File: config.mk
export PLATFORM = sky130hd
export DESIGN_NAME = qsfp_mac
export DESIGN_NICKNAME = d
export VERILOG_FILES = /design/src/design/qsfp_pkg.sv /design/src/design/qsfp_mac.sv
export SDC_FILE = /design/constraint.sdc
export NUM_CORES = 2
export LEC_CHECK = 0
export ABC_AREA = 1
export BUFFER_PORTS_ARGS = -buffer_cell sky130_fd_sc_hd__clkbuf_2
export CORE_MARGIN = 8
export CORE_UTILIZATION = 60
export DETAILED_ROUTE_END_ITERATION = 16
export PLACE_DENSITY = 0.84
export REMOVE_ABC_BUFFERS = 1
export SLEW_MARGIN = 25
export SYNTH_ARGS = -nofsm -noshare
export SYNTH_HDL_FRONTEND = slang
export SYNTH_SLANG_ARGS = --single-unit
File: constraint.sdc
create_clock -name i_clk -period 10.3 [get_ports i_clk]
set_input_delay 0.515 -clock i_clk [delete_from_list [all_inputs] [get_ports i_clk]]
set_output_delay 0.515 -clock i_clk [all_outputs]
set_load 0.05 [all_outputs]
File: src/design/qsfp_pkg.sv
`default_nettype none

package qsfp_pkg;

    // Geometry
    localparam int STATE_SIZE = 10;
    localparam int COEFS_PER  = 1 + STATE_SIZE + STATE_SIZE * STATE_SIZE;
    localparam int MEM_DEPTH  = 2 * COEFS_PER;
    localparam int ADDR_W     = $clog2(MEM_DEPTH);
    localparam int IDX_W      = (STATE_SIZE > 1) ? $clog2(STATE_SIZE) : 1;

    // Field widths
    localparam int KIND_W    = 1;
    localparam int CIDX_W    = 7;
    localparam int ELEM_W    = 4;
    localparam int VAL_W     = 32;
    localparam int DRIVE_W   = 16;
    localparam int MODE_W    = 2;
    localparam int CFG_IDX_W = 1;

    // Arithmetic
    localparam int PROD_W = 2 * VAL_W;
    localparam int FRAC   = 16;
    localparam int ACC_W  = 56;

    localparam logic [ELEM_W-1:0] LAST_ELEM = ELEM_W'(STATE_SIZE - 1);
    localparam logic [IDX_W-1:0]  LAST_IDX  = IDX_W'(STATE_SIZE - 1);

    localparam logic signed [ACC_W-1:0] ACC_S32_MAX = ACC_W'(64'sd2147483647);
    localparam logic signed [ACC_W-1:0] ACC_S32_MIN = ACC_W'(-64'sd2147483648);
    localparam logic signed [ACC_W-1:0] ACC_ONE_Q14 = ACC_W'(64'sd16384);
    localparam logic signed [ACC_W-1:0] ACC_NEG_ONE = ACC_W'(-64'sd16384);
    localparam logic signed [DRIVE_W-1:0] DRIVE_ONE = 16'sd16384;

    // Item kinds
    localparam logic [KIND_W-1:0] KIND_COEF  = 1'b0;
    localparam logic [KIND_W-1:0] KIND_STATE = 1'b1;

    // Policy forms
    localparam logic [MODE_W-1:0] MODE_NONE   = 2'd0;
    localparam logic [MODE_W-1:0] MODE_LINEAR = 2'd1;
    localparam logic [MODE_W-1:0] MODE_AFFINE = 2'd2;
    localparam logic [MODE_W-1:0] MODE_QUAD   = 2'd3;

    // Register map
    localparam logic [CFG_IDX_W-1:0] CFG_WHEEL_MODE = 1'b0;
    localparam logic [CFG_IDX_W-1:0] CFG_TURN_MODE  = 1'b1;

    // Datapath operations
    localparam logic [1:0] OP_LIN  = 2'd0;  // acc += c*x
    localparam logic [1:0] OP_BIAS = 2'd1;  // acc += c
    localparam logic [1:0] OP_ROW  = 2'd2;  // row += q*x
    localparam logic [1:0] OP_REND = 2'd3;  // acc += sat32(row)*x

    typedef struct packed {
        logic             valid;
        logic [1:0]       code;
        logic             first;
        logic [IDX_W-1:0] xidx;
    } t_op;

    typedef struct packed {
        logic capture;
        logic pol;
        logic zero;
    } t_cap;

    // Q16.16 total to saturated Q2.14
    function automatic logic [DRIVE_W-1:0] to_drive(input logic signed [ACC_W-1:0] acc);
        logic signed [ACC_W-1:0] q;
        logic signed [ACC_W-1:0] c;
        q = acc >>> 2;
        if (q > ACC_ONE_Q14) begin
            c = ACC_ONE_Q14;
        end else if (q < ACC_NEG_ONE) begin
            c = ACC_NEG_ONE;
        end else begin
            c = q;
        end
        return c[DRIVE_W-1:0];
    endfunction

endpackage

`default_nettype wire

File: src/design/qsfp_mac.sv
`default_nettype none

module qsfp_mac (
    input  wire logic                              i_clk,
    input  wire logic                              i_rst_n,
    input  wire qsfp_pkg::t_op                     i_op,
    input  wire logic signed [qsfp_pkg::VAL_W-1:0] i_x,
    input  wire logic signed [qsfp_pkg::VAL_W-1:0] i_coef,
    output logic signed      [qsfp_pkg::ACC_W-1:0] o_acc,
    output logic                                   o_pipe_empty
);
    import qsfp_pkg::*;

    t_op                      r_s1_op;
    logic signed [VAL_W-1:0]  r_s1_x;
    t_op                      r_s2_op;
    logic signed [PROD_W-1:0] r_s2_prod;
    logic signed [ACC_W-1:0]  r_acc;
    logic signed [ACC_W-1:0]  r_row;

    logic signed [VAL_W-1:0]  row_sat;
    logic signed [VAL_W-1:0]  mul_a;
    logic signed [PROD_W-1:0] n_prod;
    logic signed [PROD_W-1:0] prod_sh;
    logic signed [ACC_W-1:0]  term;

    // Row sum clamped to the 32-bit Q16.16 range
    always_comb begin
        if (r_row > ACC_S32_MAX) begin
            row_sat = ACC_S32_MAX[VAL_W-1:0];
        end else if (r_row < ACC_S32_MIN) begin
            row_sat = ACC_S32_MIN[VAL_W-1:0];
        end else begin
            row_sat = r_row[VAL_W-1:0];
        end
    end

    // Stage 1: one multiply, or the bias placed at Q32.32
    always_comb begin
        mul_a = (r_s1_op.code == OP_REND) ? row_sat : i_coef;
        if (r_s1_op.code == OP_BIAS) begin
            n_prod = $signed({i_coef, {(PROD_W-VAL_W){1'b0}}}) >>> (VAL_W - FRAC);
        end else begin
            n_prod = mul_a * r_s1_x;
        end
    end

    // Stage 2: floor to Q16.16
    assign prod_sh = r_s2_prod >>> FRAC;
    assign term    = prod_sh[ACC_W-1:0];

    always_ff @(posedge i_clk) begin
        if (!i_rst_n) begin
            r_s1_op.valid <= 1'b0;
            r_s2_op.valid <= 1'b0;
        end else begin
            r_s1_op.valid <= i_op.valid;
            r_s2_op.valid <= r_s1_op.valid;
        end
    end

    always_ff @(posedge i_clk) begin
        r_s1_op.code  <= i_op.code;
        r_s1_op.first <= i_op.first;
        r_s1_op.xidx  <= i_op.xidx;
        r_s1_x        <= i_x;
        r_s2_op.code  <= r_s1_op.code;
        r_s2_op.first <= r_s1_op.first;
        r_s2_op.xidx  <= r_s1_op.xidx;
        r_s2_prod     <= n_prod;
        // Accumulate into the row or the policy total
        if (r_s2_op.valid) begin
            case (r_s2_op.code)
                OP_ROW:  r_row <= r_s2_op.first ? term : r_row + term;
                OP_LIN:  r_acc <= r_s2_op.first ? term : r_acc + term;
                default: r_acc <= r_acc + term;
            endcase
        end
    end

    assign o_acc        = r_acc;
    assign o_pipe_empty = !r_s1_op.valid && !r_s2_op.valid;

endmodule

`default_nettype wire

**Yosys cells after proc, flatten, opt, wreduce, memory -nomap -nowiden**

Cells that the tools add are included.

- $add $sub $neg: 2
- Muxes and demuxes: 7
- Reductions and logical operators: 6
- $mul: 1
- Equal/unequal tests: 3
- Bitwise operators: 1
- Magnitude comparators: 2

Operators by type and width:

| cell | number |
|---|---|
| $add A56 B48 Y56 | 2 |
| $mux W56 | 2 |
| $pmux W56 S2 | 1 |
| $mux W32 | 3 |
| $mul A32 B32 Y64 | 1 |
| $mux W64 | 1 |
| $gt A56 B32 Y1 const B | 1 |
| $lt A56 B32 Y1 const B | 1 |
| $eq A2 B2 Y1 const B | 2 |
| $reduce_and A2 Y1 | 2 |
| $eq A2 B1 Y1 const B | 1 |
| $logic_not A1 Y1 | 2 |
| $logic_not A2 Y1 | 1 |
| $logic_and A1 B1 Y1 | 1 |
| $not A1 Y1 | 1 |

- Flip-flop bits (word level): 200
- Word-level logic and storage cells: 32
- Output and inout port bits: 57

**Depth between registers and ports, before layout**

- Word-level depth: 6
- Gate-level depth with buffers: 42

**Worst setup path after synthesis**

OpenSTA, ideal clock, no wires.

- Path type: register -> register
- Start point: reg r_s1_op[6] (netlist bit)
- End point: reg r_s2_prod[60]
- Data required time: 10.184 ns
- Data arrival time: 7.898 ns
- Slack: 2.286 ns
- Setup time: 0.116 ns
- Stages on the path, launching flop included: 32
- Cells stage by stage: dfxtp_1 > nand2_1 > inv_1 > clkbuf_1 > clkbuf_1 > nand2_1 > nand2_1 > clkbuf_1 > nor2_1 > fa_1 > fa_1 > fa_1 > fa_1 > inv_1 > fa_1 > inv_1 > fa_1 > inv_1 > fa_1 > inv_1 > fa_1 > ha_1 > a21oi_1 > o21ai_0 > a21oi_1 > inv_1 > nand2_1 > nand2_1 > a311oi_1 > nand3_1 > nand3_1 > nand2_1

- Word-level cells in the longest chain between the ends: 4

RTL lines:

| element | RTL line | RTL |
|---|---|---|
| from (decl) | qsfp_mac.sv:14 | `t_op r_s1_op;` |
| $eq A2 B2 Y1 | qsfp_mac.sv:40 | `mul_a = (r_s1_op.code == OP_REND) ? row_sat : i_coef;` |
| $mux W32 | qsfp_mac.sv:40 |  |
| $mul A32 B32 Y64 | qsfp_mac.sv:44 | `n_prod = mul_a * r_s1_x;` |
| $mux W64 (*) | qsfp_mac.sv:41 | `if (r_s1_op.code == OP_BIAS) begin` |
| net n_prod[60] | qsfp_mac.sv:23 | `logic signed [PROD_W-1:0] n_prod;` |
| to (signal assigned) | qsfp_mac.sv:70 | `r_s2_prod <= n_prod;` |
| to (decl) | qsfp_mac.sv:17 | `logic signed [PROD_W-1:0] r_s2_prod;` |

Mark *: on every way through the listed nets, which the timed path passes. The rest lies on a longest branch.
A chain may end at the register's enable or synchronous reset.

**Worst setup path after layout**

- Start point: reg r_row[40]
- End point: reg r_s2_prod[50]

- Word-level cells in the longest chain between the ends: 6

RTL lines:

| element | RTL line | RTL |
|---|---|---|
| from (decl) | qsfp_mac.sv:19 | `logic signed [ACC_W-1:0] r_row;` |
| from (signal assigned) | qsfp_mac.sv:74 | `OP_ROW: r_row <= r_s2_op.first ? term : r_row + term;` |
| $lt A56 B32 Y1 | qsfp_mac.sv:31 | `end else if (r_row < ACC_S32_MIN) begin` |
| $mux W32 | qsfp_mac.sv:31 |  |
| $mux W32 (*) | qsfp_mac.sv:29 | `if (r_row > ACC_S32_MAX) begin` |
| $mux W32 (*) | qsfp_mac.sv:40 |  |
| $mul A32 B32 Y64 (*) | qsfp_mac.sv:44 |  |
| $mux W64 (*) | qsfp_mac.sv:41 |  |
| net n_prod[50] | qsfp_mac.sv:23 |  |

Marked as above.

==> results.sh <==
export IMPL_synth_edf_count=112
export IMPL_die_x_um=304.6
export IMPL_cpPeakStageDelay_ns=0.70
export IMPL_cts_hold_buffers=0
export IMPL_netlist_instances=6159
export IMPL_yosysWarnings=0
export IMPL_hold_start="i_x[23]"
export IMPL_cp_end_kind="register"
export IMPL_synth_distinct_cells=63
export IMPL_status="completed"
export IMPL_dieArea_sq_um=92780
export IMPL_rows=106
export IMPL_cts_max_level=4
export IMPL_rr_startpoint="r_row[40]"
export IMPL_arrival_ns=9.81
export IMPL_portBuffers=126
export IMPL_drive_above_1_share_pct=5.598
export IMPL_setup_viol=0
export IMPL_die_h_um=304.6
export IMPL_rsz0062_at_grt="no"
export IMPL_ioPinCount=131
export IMPL_viasPerCell=5.826
export IMPL_syn_to_final_growth_pct=5.197
export IMPL_worstPathRequired_ns=10.66
export IMPL_relSlewSlack_pct=22.17
export IMPL_grt_pass1_vias=44950
export IMPL_final_nets=7650
export IMPL_core_sq_um=83020
export IMPL_grt_start_max_net_pins=63
export IMPL_max_freq_mhz=105.8
export IMPL_async_flop_share_pct=0
export IMPL_hold_viol=0
export IMPL_startpoint="r_row[40]"
export IMPL_grt_pass1_wl_um=253400
export IMPL_cts_root_buf="clkbuf_16"
export IMPL_path_clk_slew_ns=0.09
export IMPL_drt_iter0_markers=4324
export IMPL_max_slew_worst_pin_slew_ns=1.160
export IMPL_maxCapViolCount=0
export IMPL_yosysTopAreaCellShare_pct=43.38
export IMPL_synthTopCellsByArea="fa_1 43%, inv_1 9.8%, nand2_1 8.8%"
export IMPL_wl_um=162300
export IMPL_drtPass1Iterations=9
export IMPL_yosys_register_bits=200
export IMPL_ant_nets=0
export IMPL_yosysSeqAreaShare_pct=10.25
export IMPL_drv_slew=0
export IMPL_wl_per_cell_um=22.24
export IMPL_numCtsBuffers=17
export IMPL_yosysTopAreaCell="fa_1"
export IMPL_crit_type="register to register"
export IMPL_mostFrequentLayoutCells="1308 x inv_1, 1168 x nand2_1, 1083 x fa_1"
export IMPL_cts_setup_buffers=0
export IMPL_setup_tns_ns=0
export IMPL_critPathSlowestCell="clkinv_1"
export IMPL_overflow=0
export IMPL_cts_tree="yes"
export IMPL_final_common_cell="inv_1"
export IMPL_gp_congestion=1.036
export IMPL_cts_sinks=200
export IMPL_dr_total_vias=42519
export IMPL_crit_top_cell="fa_1"
export IMPL_hold_class="primary input to register"
export IMPL_drc=0
export IMPL_fill_cells=6987
export IMPL_clockBufferDepth=2
export IMPL_synth_flop_cell="edfxtp_1"
export IMPL_start_util_pct=60.20
export IMPL_clk_latency_ns=0.53
export IMPL_fin_crit_ns=9.452
export IMPL_dp_hpwl_um=134900
export IMPL_clock_skew_ns=0.02430
export IMPL_antenna_found_initial=7
export IMPL_fin_crit_sh_pct=91.76
export IMPL_syn_area_sq_um=49980
export IMPL_track_usage_pct=35.42
export IMPL_cts_resized=0
export IMPL_worst_setup_path_start_kind="register"
export IMPL_syn_avg_cell_area_sq_um=8.114
export IMPL_cp_max_fo=17
## path summary, 6_finish.rpt
kind / slack [ns] / depth (start not counted) / to
setup / recovery: 0.85 / 32 / r_s2_prod[50]
hold / removal: 0.08 / 1 / r_s1_x[23]
setup reg to reg: 0.85 / 32 / r_s2_prod[50]
hold reg to reg: 0.34 / 0 / r_s2_op[4]
## routing by layer
layer | track usage, % | vias to the layer above | wire length (um)
met5 | 0.6864 | - | 195
met3 | 10.89 | 603 | 20470
met1 | 43.71 | 20661 | 58550
met2 | 55.59 | 2652 | 71850
met4 | 19.42 | 14 | 11270
li1 | - | 18589 | -
## state kept, by name, indices dropped and copies added, names as in the netlist
register,count
o_acc,56
r_row,56
r_s2_prod,48
r_s1_x,32
r_s1_op,4
r_s2_op,4
## logic make-up after synthesis
| logic type | after synthesis | share of synthesized area (%) |
|---|---|---|
| fa+ha+maj | 1373 | 50.64 |
| flops | 200 | 10.25 |
| compound gates | 687 | 7.701 |
| simple gates | 2275 | 18.20 |
| xor+xnor | 90 | 1.577 |
| buf+inv | 1532 | 11.59 |
| mux | 2 | 0.04006 |
## synth_stat cells (4+ instances only)
master / instances
edfxtp_1: 112
a21boi_0: 7
a21o_1: 23
xnor2_1: 47
nand3b_1: 6
clkbuf_1: 161
a21oi_1: 267
o21ai_1: 28
inv_2: 8
a211oi_1: 6
fa_1: 1083
o21bai_1: 7
a31oi_1: 46
clkinv_1: 19
nand2_2: 9
o21ai_2: 9
inv_1: 1308
nor2_1: 826
or2_0: 7
nand4_1: 20
or2_2: 41
nor4_1: 6
ha_1: 290
nand3_1: 143
buf_2: 27
or2_1: 6
o21a_1: 17
o211ai_1: 7
dfxtp_1: 88
nor3_1: 23
buf_1: 7
o21ai_0: 233
nand2_1: 1168
o221ai_1: 4
a21oi_2: 4
and3_1: 10
xor2_1: 43
## critical path: cells and delay by family, from the launching register on
family / cells / cell delay, ns
fa+ha+maj: 9 / 4.37
compound gates: 8 / 1.89
simple gates: 10 / 1.40
buf+inv: 5 / 1.17
flops: 1 / 0.44
## final cells by class
| cell class | instances | area, sq um | share of cell area [%] |
|---|---|---|---|
| multi-input combinational | 4427 | 39080 | 74.33 |
| sequential | 200 | 5126 | 9.750 |
| inverter | 1335 | 5011 | 9.531 |
| timing repair buffer | 222 | 1364 | 2.594 |
| tap | 1080 | 1351 | 2.570 |
| clock buffer | 17 | 425.4 | 0.8092 |
| clock inverter | 15 | 214.0 | 0.4070 |
| antenna | 2 | 5.005 | 0.009519 |
## through the flow
stage                     instances  area [sq um]  utilization (%)  setup slack [ns]  hold WS (ns)
after floorplan                5962         49200                -             1.922        0.3096
after global placement         7264         51930            62.55             1.035        0.3132
after detailed placement       7264         51930            62.55            0.9494        0.3274
after CTS                      7296         52570            63.32            0.9249       0.03700
after global routing           7296         52570            63.32            0.4331       0.05940
final                          7298         52570            63.32            0.8482       0.08175
Power is not shown: default switching activity piles up to over one toggle a cycle in this logic, so the estimate is an artifact.
